<file path="config.mk">
export PLATFORM = sky130hd
export DESIGN_NAME = double_ended_queue_unit
export DESIGN_NICKNAME = d
export VERILOG_FILES = /design/src/dq_pkg.sv /design/src/double_ended_queue_unit.sv /design/src/dq_ram.sv /design/src/dq_ctrl.sv /design/src/dq_datapath.sv
export SDC_FILE = /design/constraint.sdc
export NUM_CORES = 1
export LEC_CHECK = 0
export BUFFER_PORTS_ARGS = -buffer_cell sky130_fd_sc_hd__buf_2
export CELL_PAD_IN_SITES_DETAIL_PLACEMENT = 0
export CELL_PAD_IN_SITES_GLOBAL_PLACEMENT = 1
export CORE_UTILIZATION = 45
export CTS_CLUSTER_DIAMETER = 100
export CTS_CLUSTER_SIZE = 14
export DETAILED_ROUTE_END_ITERATION = 10
export HOLD_SLACK_MARGIN = 0.05
export PLACE_DENSITY = 0.79
export SLEW_MARGIN = 20
export SYNTH_ARGS = -nofsm -noshare
export SYNTH_HDL_FRONTEND = slang
export SYNTH_SLANG_ARGS = --single-unit
</file>
<file path="constraint.sdc">
create_clock -name clk -period 9.15 [get_ports clk]
set_input_delay 1.3725 -clock clk [delete_from_list [all_inputs] [get_ports clk]]
set_output_delay 1.3725 -clock clk [all_outputs]
set_load 0.01 [all_outputs]
</file>
<file path="src/dq_pkg.sv">
// Shared types, sizes and ring-pointer helpers for the double-ended queue.
// Used by the controller, the datapath and the top level; depends on nothing.
`default_nettype none

package dq_pkg;

    localparam int DEPTH      = 16;
    localparam int WORD_WIDTH = 64;

    localparam int FIELD_W = 64;
    localparam int OCC_W   = 5;
    localparam int PTR_W   = $clog2(DEPTH);
    localparam int CNT_W   = $clog2(DEPTH + 1);
    localparam int SUM_W   = CNT_W + 1;

    typedef enum logic [1:0] {
        OP_PUSH_BACK  = 2'd0,
        OP_PUSH_FRONT = 2'd1,
        OP_POP_BACK   = 2'd2,
        OP_POP_FRONT  = 2'd3
    } op_t;

    typedef enum logic [1:0] {
        STATUS_OK    = 2'd0,
        STATUS_EMPTY = 2'd1,
        STATUS_FULL  = 2'd2
    } status_t;

    typedef struct packed {
        op_t                operation;
        logic [FIELD_W-1:0] push_word;
    } req_item_t;

    typedef struct packed {
        logic [FIELD_W-1:0] popped_word;
        status_t            status;
        logic [OCC_W-1:0]   occupancy;
    } rsp_item_t;

    // Commands from the controller to the datapath
    typedef struct packed {
        logic load;
        logic exec;
    } dq_cmd_t;

    // Fold a sum of two ring positions (below twice the depth) back into the ring.
    function automatic logic [PTR_W-1:0] ring_wrap(input logic [SUM_W-1:0] sum);
        logic [PTR_W-1:0] res;
        if (sum >= SUM_W'(DEPTH))
        begin
            res = PTR_W'(sum - SUM_W'(DEPTH));
        end
        else
        begin
            res = PTR_W'(sum);
        end
        return res;
    endfunction

endpackage

`default_nettype wire

</file>
<file path="src/double_ended_queue_unit.sv">
// Double-ended queue top level: controller plus datapath over a ring store.
// A request is latched in IDLE, the store is accessed in ACCESS and the result is offered in RESP.
// A new request is taken only once the result has been taken; the single
// store port with its registered read sets the access step in between.
// Reset clears the front pointer and the count; stored words are not cleared.
// Depends on dq_pkg, dq_ctrl, dq_datapath and dq_ram.
`default_nettype none

module double_ended_queue_unit (
    input  wire logic              clk,
    input  wire logic              rst_n,
    input  wire logic              req_valid,
    output logic                   req_stall,
    input  wire dq_pkg::req_item_t req,
    output logic                   rsp_valid,
    input  wire logic              rsp_stall,
    output dq_pkg::rsp_item_t      rsp
);

    dq_pkg::dq_cmd_t cmd;

    dq_ctrl u_ctrl (
        .clk       (clk),
        .rst_n     (rst_n),
        .req_valid (req_valid),
        .req_stall (req_stall),
        .rsp_valid (rsp_valid),
        .rsp_stall (rsp_stall),
        .cmd       (cmd)
    );

    dq_datapath u_datapath (
        .clk   (clk),
        .rst_n (rst_n),
        .cmd   (cmd),
        .req   (req),
        .rsp   (rsp)
    );

    a_flagged_zero: assert property (@(posedge clk) disable iff (!rst_n)
        (rsp_valid && rsp.status != dq_pkg::STATUS_OK) |-> (rsp.popped_word == '0))
        else $error("flagged result carries a nonzero word");

    a_full_count: assert property (@(posedge clk) disable iff (!rst_n)
        (rsp_valid && rsp.status == dq_pkg::STATUS_FULL)
            |-> (rsp.occupancy == dq_pkg::OCC_W'(dq_pkg::DEPTH)))
        else $error("full status without a full queue");

    a_one_in_flight: assert property (@(posedge clk) disable iff (!rst_n)
        !req_stall |-> !rsp_valid)
        else $error("request taken while a result is pending");

    a_latency: assert property (@(posedge clk) disable iff (!rst_n)
        (req_valid && !req_stall) |-> ##2 rsp_valid)
        else $error("result not offered two cycles after transfer");

endmodule

`default_nettype wire

</file>
<file path="src/dq_ram.sv">
// Generic single-port RAM with registered read data.
// Standalone; sized by its WIDTH and DEPTH parameters.
`default_nettype none

module dq_ram #(
    parameter int WIDTH = 64,
    parameter int DEPTH = 16
) (
    input  wire logic                     clk,
    input  wire logic                     wr_en,
    input  wire logic                     rd_en,
    input  wire logic [$clog2(DEPTH)-1:0] addr,
    input  wire logic [WIDTH-1:0]         wr_data,
    output logic      [WIDTH-1:0]         rd_data
);

    logic [WIDTH-1:0] mem [DEPTH];

    always_ff @(posedge clk)
    begin
        if (wr_en)
        begin
            mem[addr] <= wr_data;
        end
        if (rd_en)
        begin
            rd_data <= mem[addr];
        end
    end

endmodule

`default_nettype wire

</file>
<file path="src/dq_ctrl.sv">
// Controller for the double-ended queue: accept, access the store, offer the result.
// Depends on dq_pkg for the command struct.
`default_nettype none

module dq_ctrl (
    input  wire logic            clk,
    input  wire logic            rst_n,
    input  wire logic            req_valid,
    output logic                 req_stall,
    output logic                 rsp_valid,
    input  wire logic            rsp_stall,
    output dq_pkg::dq_cmd_t      cmd
);

    typedef enum logic [2:0] {
        ST_IDLE   = 3'b001,
        ST_ACCESS = 3'b010,
        ST_RESP   = 3'b100
    } state_t;

    state_t state_reg;
    state_t state_next;

    always_comb
    begin
        state_next = state_reg;
        unique case (state_reg)
            ST_IDLE:
            begin
                if (req_valid)
                begin
                    state_next = ST_ACCESS;
                end
            end
            ST_ACCESS:
            begin
                state_next = ST_RESP;
            end
            ST_RESP:
            begin
                if (!rsp_stall)
                begin
                    state_next = ST_IDLE;
                end
            end
            default:
            begin
                state_next = ST_IDLE;
            end
        endcase
    end

    always_ff @(posedge clk or negedge rst_n)
    begin
        if (!rst_n)
        begin
            state_reg <= ST_IDLE;
        end
        else
        begin
            state_reg <= state_next;
        end
    end

    assign req_stall = (state_reg != ST_IDLE);
    assign rsp_valid = (state_reg == ST_RESP);
    assign cmd.load  = (state_reg == ST_IDLE) && req_valid;
    assign cmd.exec  = (state_reg == ST_ACCESS);

endmodule

`default_nettype wire

</file>
<file path="src/dq_datapath.sv">
// Datapath of the double-ended queue: item latch, ring pointers, store and result.
// Depends on dq_pkg and dq_ram.
`default_nettype none

module dq_datapath (
    input  wire logic              clk,
    input  wire logic              rst_n,
    input  wire dq_pkg::dq_cmd_t   cmd,
    input  wire dq_pkg::req_item_t req,
    output dq_pkg::rsp_item_t      rsp
);

    dq_pkg::op_t                     op_reg;
    logic [dq_pkg::WORD_WIDTH-1:0]   word_reg;
    logic [dq_pkg::PTR_W-1:0]        front_reg;
    logic [dq_pkg::PTR_W-1:0]        front_next;
    logic [dq_pkg::CNT_W-1:0]        count_reg;
    logic [dq_pkg::CNT_W-1:0]        count_next;
    dq_pkg::status_t                 status_reg;
    dq_pkg::status_t                 status_next;
    logic                            pop_ok_reg;
    logic                            pop_ok_next;

    logic                            ram_we;
    logic                            ram_re;
    logic [dq_pkg::PTR_W-1:0]        ram_addr;
    logic [dq_pkg::WORD_WIDTH-1:0]   ram_rd_data;

    logic [dq_pkg::SUM_W-1:0]        tail_sum;
    logic [dq_pkg::PTR_W-1:0]        front_inc;
    logic [dq_pkg::PTR_W-1:0]        front_dec;
    logic                            is_full;
    logic                            is_empty;

    assign tail_sum  = dq_pkg::SUM_W'(front_reg) + dq_pkg::SUM_W'(count_reg);
    assign front_inc = (front_reg == dq_pkg::PTR_W'(dq_pkg::DEPTH - 1)) ? '0
                     : front_reg + dq_pkg::PTR_W'(1);
    assign front_dec = (front_reg == '0) ? dq_pkg::PTR_W'(dq_pkg::DEPTH - 1)
                     : front_reg - dq_pkg::PTR_W'(1);
    assign is_full   = (count_reg == dq_pkg::CNT_W'(dq_pkg::DEPTH));
    assign is_empty  = (count_reg == '0);

    always_comb
    begin
        front_next  = front_reg;
        count_next  = count_reg;
        status_next = dq_pkg::STATUS_OK;
        pop_ok_next = 1'b0;
        ram_we      = 1'b0;
        ram_re      = 1'b0;
        ram_addr    = front_reg;
        if (cmd.exec)
        begin
            unique case (op_reg)
                dq_pkg::OP_PUSH_BACK:
                begin
                    if (is_full)
                    begin
                        status_next = dq_pkg::STATUS_FULL;
                    end
                    else
                    begin
                        ram_we     = 1'b1;
                        ram_addr   = dq_pkg::ring_wrap(tail_sum);
                        count_next = count_reg + dq_pkg::CNT_W'(1);
                    end
                end
                dq_pkg::OP_PUSH_FRONT:
                begin
                    if (is_full)
                    begin
                        status_next = dq_pkg::STATUS_FULL;
                    end
                    else
                    begin
                        ram_we     = 1'b1;
                        ram_addr   = front_dec;
                        front_next = front_dec;
                        count_next = count_reg + dq_pkg::CNT_W'(1);
                    end
                end
                dq_pkg::OP_POP_BACK:
                begin
                    if (is_empty)
                    begin
                        status_next = dq_pkg::STATUS_EMPTY;
                    end
                    else
                    begin
                        ram_re      = 1'b1;
                        pop_ok_next = 1'b1;
                        ram_addr    = dq_pkg::ring_wrap(tail_sum - dq_pkg::SUM_W'(1));
                        count_next  = count_reg - dq_pkg::CNT_W'(1);
                    end
                end
                dq_pkg::OP_POP_FRONT:
                begin
                    if (is_empty)
                    begin
                        status_next = dq_pkg::STATUS_EMPTY;
                    end
                    else
                    begin
                        ram_re      = 1'b1;
                        pop_ok_next = 1'b1;
                        ram_addr    = front_reg;
                        front_next  = front_inc;
                        count_next  = count_reg - dq_pkg::CNT_W'(1);
                    end
                end
            endcase
        end
    end

    always_ff @(posedge clk or negedge rst_n)
    begin
        if (!rst_n)
        begin
            front_reg <= '0;
            count_reg <= '0;
        end
        else
        begin
            front_reg <= front_next;
            count_reg <= count_next;
        end
    end

    // Item and result payload, no reset needed
    always_ff @(posedge clk)
    begin
        if (cmd.load)
        begin
            op_reg   <= req.operation;
            word_reg <= dq_pkg::WORD_WIDTH'(req.push_word);
        end
        if (cmd.exec)
        begin
            status_reg <= status_next;
            pop_ok_reg <= pop_ok_next;
        end
    end

    dq_ram #(
        .WIDTH (dq_pkg::WORD_WIDTH),
        .DEPTH (dq_pkg::DEPTH)
    ) u_store (
        .clk     (clk),
        .wr_en   (ram_we),
        .rd_en   (ram_re),
        .addr    (ram_addr),
        .wr_data (word_reg),
        .rd_data (ram_rd_data)
    );

    // Read data holds until the next pop, so it stays put during a stall
    assign rsp.popped_word = pop_ok_reg ? dq_pkg::FIELD_W'(ram_rd_data) : '0;
    assign rsp.status      = status_reg;
    assign rsp.occupancy   = dq_pkg::OCC_W'(count_reg);

endmodule

`default_nettype wire

</file>
# == Yosys cells after proc, flatten, opt, wreduce, memory -nomap -nowiden ==
# Memories as Yosys holds them, arrays and structs flattened. A register that Yosys moved wholly into a read port is not among the register bits.
# Index checks and enable logic that the tools add are counted.
# classes
n_reduce_logical,10
eq_ne,14
n_lt_le_gt_ge,2
n_addsub,8
muxes,29
# ops
op,n
2-to-1 mux 64 bit,1
2-to-1 mux 4 bit,9
one-hot mux 4 bit (4 select lines),1
greater-or-equal comparator 6 x 5 -> 1 bit (second input constant),2
subtractor 4 x 1 -> 4 bit (second input constant),3
2-to-1 mux 5 bit,2
inequality test 2 bit (second input constant),5
one-hot mux 5 bit (2 select lines),1
2-to-1 mux 1 bit,9
one-hot mux 3 bit (3 select lines),1
one-hot mux 4 bit (2 select lines),1
adder 4 x 5 -> 6 bit,1
2-to-1 mux 3 bit,2
AND reduction 3 bit,2
subtractor 6 x 1 -> 6 bit (second input constant),1
adder 5 x 1 -> 5 bit (second input constant),1
equality test 5 bit (second input constant),1
logical NOT 5 bit,1
subtractor 5 x 1 -> 5 bit (second input constant),1
adder 4 x 1 -> 4 bit (second input constant),1
equality test 2 bit (second input constant),2
equality test 4 bit (second input constant),1
logical NOT 4 bit,1
one-hot mux 2 bit (2 select lines),1
11 further kinds,12
# totals
memories,1
ramBits,1024
register_bits,81
wordCells,71
out_inout_bits,73
# mem_list
name,depth,width,rd,rd_ports_with_merged_regs,write_ports,line,source
u_datapath.u_store.mem,16,64,1,1,1,dq_ram.sv:17,logic [WIDTH-1:0] mem [DEPTH];

# == Longest topological paths before layout ==
# depth
ltp_word,7
ltp_mapped,14
ltp_nobuf,12

# == Modules after synthesis ==
# A second synthesis with hierarchy kept.
# unflattened
hier_cells,1948
hier_area_um2,43974.7
# modules_own_cells
mod,seq_area_each_um2,instances,area_per_inst_um2,cells_per_inst
dq_ram,32671.3,1,40158.5,1648
dq_datapath,2297.2,1,3634.7,287
dq_ctrl,76.3,1,181.4,13

# == Worst setup path before layout ==
# OpenSTA, ideal clock, no wires.
# synth_timing
kind,register -> register
startpoint,register u_datapath.count_reg[0] (netlist bit)
endpoint,memory u_datapath.u_store.mem[1][0] (enable)
path_stages_with_launch,13
t_required_ns,8.506
arrival_ns,8.819
slack_ns,-0.314
period_less_slack_ns,9.464
path_cell_list,dfrtp_1 -> ha_1 -> fa_1 -> inv_1 -> ha_1 -> xnor3_1 -> nor2_1 -> a221oi_1 -> o32ai_1 -> buf_2 -> buf_2 -> clkbuf_1 -> nor4_1
# synth_between
elab_chain_len,7
elab_cells_between_ends,20
cone_classes,add/sub: 4; order compare: 2; eq/ne: 1; mux: 12; reduce/logical: 1
# synth_lines
element,line,source
from (decl),dq_datapath.sv:17,logic [dq_pkg::CNT_W-1:0] count_reg;
from (signal assigned),dq_datapath.sv:125,count_reg <= count_next;
adder 4 x 5 -> 6 bit,dq_datapath.sv:35,assign tail_sum = dq_pkg::SUM_W'(front_reg) + dq_pkg::SUM_W'(count_reg);
subtractor 6 x 1 -> 6 bit,dq_datapath.sv:92,ram_addr = dq_pkg::ring_wrap(tail_sum - dq_pkg::SUM_W'(1));
greater-or-equal comparator 6 x 5 -> 1 bit or subtractor 4 x 1 -> 4 bit (tied branches),"dq_pkg.sv:49, dq_pkg.sv:51",
2-to-1 mux 4 bit,dq_pkg.sv:49,if (sum >= SUM_W'(DEPTH))
2-to-1 mux 4 bit,dq_datapath.sv:84,if (is_empty)
one-hot mux 4 bit (4 select lines),dq_datapath.sv:54,unique case (op_reg)
2-to-1 mux 4 bit,dq_datapath.sv:52,if (cmd.exec)
to (decl),dq_ram.sv:17,
# Parallel ways exist; a longest one is shown, timed or not.

# == Worst setup path after layout ==
# layout_timing
startpoint,register u_datapath.count_reg[0] (netlist bit)
endpoint,memory u_datapath.u_store.mem[6][45] (enable)
# Same word-level chain as after synthesis.

==> metrics.txt <==
delay-heaviest family, CP buffers and inverters; relative slew slack 0.175; overflow left after global routing 0; critical-path cell with the highest stage delay sky130_fd_sc_hd__nor2_4; WP buf/inv 3; total global routing track utilization 0.201; global placement routability congestion 0.804; Seq. cell area 35000 µm²; total count of max-transition violations in the final report 0; number of rows in the core area 116; vias in the first global route 25.0k; number of synthesis warnings 0; launch point of the critical path u_datapath.count_reg[0]$_DFFE_PN0P_; Synth Instances 3019; Min Hold Slack 0.571 ns; minimum period implied by the final worst setup slack 5.54 ns; number of library cell types mapped by synthesis 59; hold bufs inserted after CTS 0; clock slew at the register clock pins of the worst setup and hold paths 0.07 ns; cells resized by post-CTS repair 0; P&R area growth vs syn 9.84%; cell leakage power 16.0 nW; die height 319 µm; Routed Wire Length 104000 µm; core area 100000 µm²; worst endpoint data arrival time 5.81 ns; fraction of synthesis flops using an asynchronous set or reset pin 0.0103; setup fix buffers added after clock tree synthesis 0; actual slew at the worst max-slew pin 1.24 ns; die area 102000 µm²; syn_nets 3101; share of layout cells above drive strength 1 0.104; placed wire-length estimate 53200 µm; commonest cells after routing, fill and taps aside sky130_fd_sc_hd__edfxtp_1, sky130_fd_sc_hd__nand2_1, sky130_fd_sc_hd__a21oi_1; most used flip-flop cell after synthesis sky130_fd_sc_hd__edfxtp_1; post-synthesis register bit count 1169; class of the most critical hold timing path reg -> reg; wire length of the first global-routing pass 155000 µm; largest fanout of any net on the critical path 136; Power Density 323 nW/µm²; most common cell type on the critical path sky130_fd_sc_hd__ha_1; MaxCap Viol Count 0; overall via count from detail_route 25.5k; largest net degree at the start of global routing 190; endpoint required time on the critical path 9.43 ns; Setup crit end kind flip-flop; worst hold start u_ctrl.state_reg[0]$_DFFE_PN1P_; insertion delay of the later-clocked pin in the worst-skew pair 0.67 ns; Initial DRC Count 2482; path type of the worst setup path reg -> reg; initial antenna violation count 2; kind of launch point of the worst setup path flip-flop; number of levels the H-tree was split into 3; startpoint of the worst register-to-register path u_datapath.count_reg[0]$_DFFE_PN0P_; number of enable-type register cells in the synthesized netlist 1157; peak supply drop 0.508 mV; leading cell type in the layout, fill and taps excluded sky130_fd_sc_hd__edfxtp_1; Layout Skew 0.0229 ns; final hold violation count 0; clock net sink count 1169; flip-flop count of the largest register after layout 1024; maximum achievable frequency 0.181 GHz; number of buffers created by CTS 93; number of nets at the end of the flow 3176; Avg Synthesized Cell Area 15.0 µm²; Buffers on Ports 142; DRC violations left 0; final setup fails 0; RSZ-0062 raised after global routing no; period utilization 0.605; clock tree from TritonCTS done; Clock Tree Buf Depth 3; Slowest Stage Delay on Critical Path 0.84 ns; Post-DRT Antenna Nets 0; Initial Util 0.453; Cell Chain, Critical Path ha_1 > fa_1 > inv_1 > ha_1 > xnor3_1 > nor2_1 > a221oi_1 > o32ai_4 > buf_12 > nand2b_1 > nor2_4 > buf_4; number of primary I/O pins 143; Routed wire per std cell 23.4 µm; power after layout 16.1 mW; result of the run complete, no violations; cell at the root of the clock tree sky130_fd_sc_hd__clkbuf_16; sequential-to-total area share from yosys stat 0.773; Netlist Area Pre-Place 45300 µm²; Detailed Routing Iterations Pass 1 5; combined area of the multi-input logic cells 9470 µm²; final-layout fill cell count 8213; ratio of routed vias to standard cells 5.78; Die W 319 µm; setup_tns 0 ns
path summary, 6_finish.rpt:
| check | to | slack, ns | depth (start not counted) |
|---|---|---|---|
| setup / recovery | u_datapath.u_store.mem[6][45]$_DFFE_PP_ | 3.61 | 12 |
| min in group asynchronous | u_ctrl.state_reg[1]$_DFFE_PN0P_ | 0.58 | 1 |
| hold / removal | u_ctrl.state_reg[1]$_DFFE_PN0P_ | 0.57 | 1 |
| hold reg to reg | u_ctrl.state_reg[1]$_DFFE_PN0P_ | 0.57 | 1 |
| max in group asynchronous | u_ctrl.state_reg[0]$_DFFE_PN1P_ | 8.29 | 1 |
| setup reg to reg | u_datapath.u_store.mem[6][45]$_DFFE_PP_ | 3.61 | 12 |
metal layers:
metal | part of all wire | track usage | vias to the layer above
li1 | - | - | 11667
met4 | 0.027 | 0.0640 | 2
met5 | 0.00012 | 0 | -
met1 | 0.42 | 0.268 | 12858
met2 | 0.50 | 0.341 | 848
met3 | 0.060 | 0.0278 | 152
metrics by stage:
step                      instances  worst slack (ns)  area, µm²   util
after floorplan                3019              1.23      45400      -
after global placement         4297              3.71      47300  0.473
after detailed placement       4297              3.61      47300  0.473
after CTS                      4417              3.59      49800  0.498
after global routing           4417              3.32      49800  0.498
final                          4418              3.61      49800  0.498
cell type report:
| type | count | area share |
|---|---|---|
| sequential | 1169 | 0.704 |
| multi-input combinational | 1635 | 0.190 |
| clock buffer | 111 | 0.0481 |
| tap | 1298 | 0.0326 |
| timing repair buffer | 186 | 0.0222 |
| clock inverter | 9 | 0.00269 |
| inverter | 9 | 0.000678 |
| antenna | 1 | 0.0000502 |
worst register-to-register path, stage by stage, from the launching register on:
cell,delay [ns]
sky130_fd_sc_hd__dfrtp_1,0.49
sky130_fd_sc_hd__ha_1,0.29
sky130_fd_sc_hd__fa_1,0.53
sky130_fd_sc_hd__inv_1,0.06
sky130_fd_sc_hd__ha_1,0.21
sky130_fd_sc_hd__xnor3_1,0.33
sky130_fd_sc_hd__nor2_1,0.10
sky130_fd_sc_hd__a221oi_1,0.14
sky130_fd_sc_hd__o32ai_4,0.29
sky130_fd_sc_hd__buf_12,0.60
sky130_fd_sc_hd__nand2b_1,0.45
sky130_fd_sc_hd__nor2_4,0.84
sky130_fd_sc_hd__buf_4,0.80
power breakdown:
part	switching, mW	total (mW)	internal [mW]
combinational	3.76	5.62	1.85
clock	1.76	3.63	1.87
sequential	0.348	6.83	6.49
cell families after synthesis:
logic type	synth area share
AOI/OAI and AO/OA	0.101
muxes	0.0292
adders and majority gates	0.00364
xor gates and xnor gates	0.00204
buffers and inverters	0.0224
DFF	0.773
and+or+nand+nor	0.0689
cell usage after synthesis, types with 3 or more instances:
cell / instances / area [µm²]
sky130_fd_sc_hd__xnor2_1: 6 / 52.6
sky130_fd_sc_hd__nand4_1: 3 / 18.8
sky130_fd_sc_hd__a31oi_1: 4 / 25.0
sky130_fd_sc_hd__clkbuf_1: 74 / 278
sky130_fd_sc_hd__edfxtp_1: 1157 / 34700
sky130_fd_sc_hd__nor3b_1: 4 / 30.0
sky130_fd_sc_hd__mux2i_1: 130 / 1300
sky130_fd_sc_hd__nor2_1: 30 / 113
sky130_fd_sc_hd__ha_1: 10 / 125
sky130_fd_sc_hd__inv_1: 9 / 33.8
sky130_fd_sc_hd__a22oi_1: 65 / 488
sky130_fd_sc_hd__o21ai_0: 9 / 45.0
sky130_fd_sc_hd__nand3_1: 67 / 335
sky130_fd_sc_hd__nand2b_1: 3 / 18.8
sky130_fd_sc_hd__dfrtp_1: 11 / 275
sky130_fd_sc_hd__and2_1: 65 / 407
sky130_fd_sc_hd__a21oi_1: 460 / 2300
sky130_fd_sc_hd__a311oi_1: 65 / 569
sky130_fd_sc_hd__a21o_1: 3 / 22.5
sky130_fd_sc_hd__buf_6: 8 / 90.1
sky130_fd_sc_hd__a221oi_1: 66 / 578
sky130_fd_sc_hd__buf_1: 10 / 37.5
sky130_fd_sc_hd__buf_2: 112 / 561
sky130_fd_sc_hd__nand2_1: 528 / 1980
sky130_fd_sc_hd__nor3_1: 11 / 55.1
sky130_fd_sc_hd__o22ai_1: 65 / 407
(Power assumes the default switching activity.)
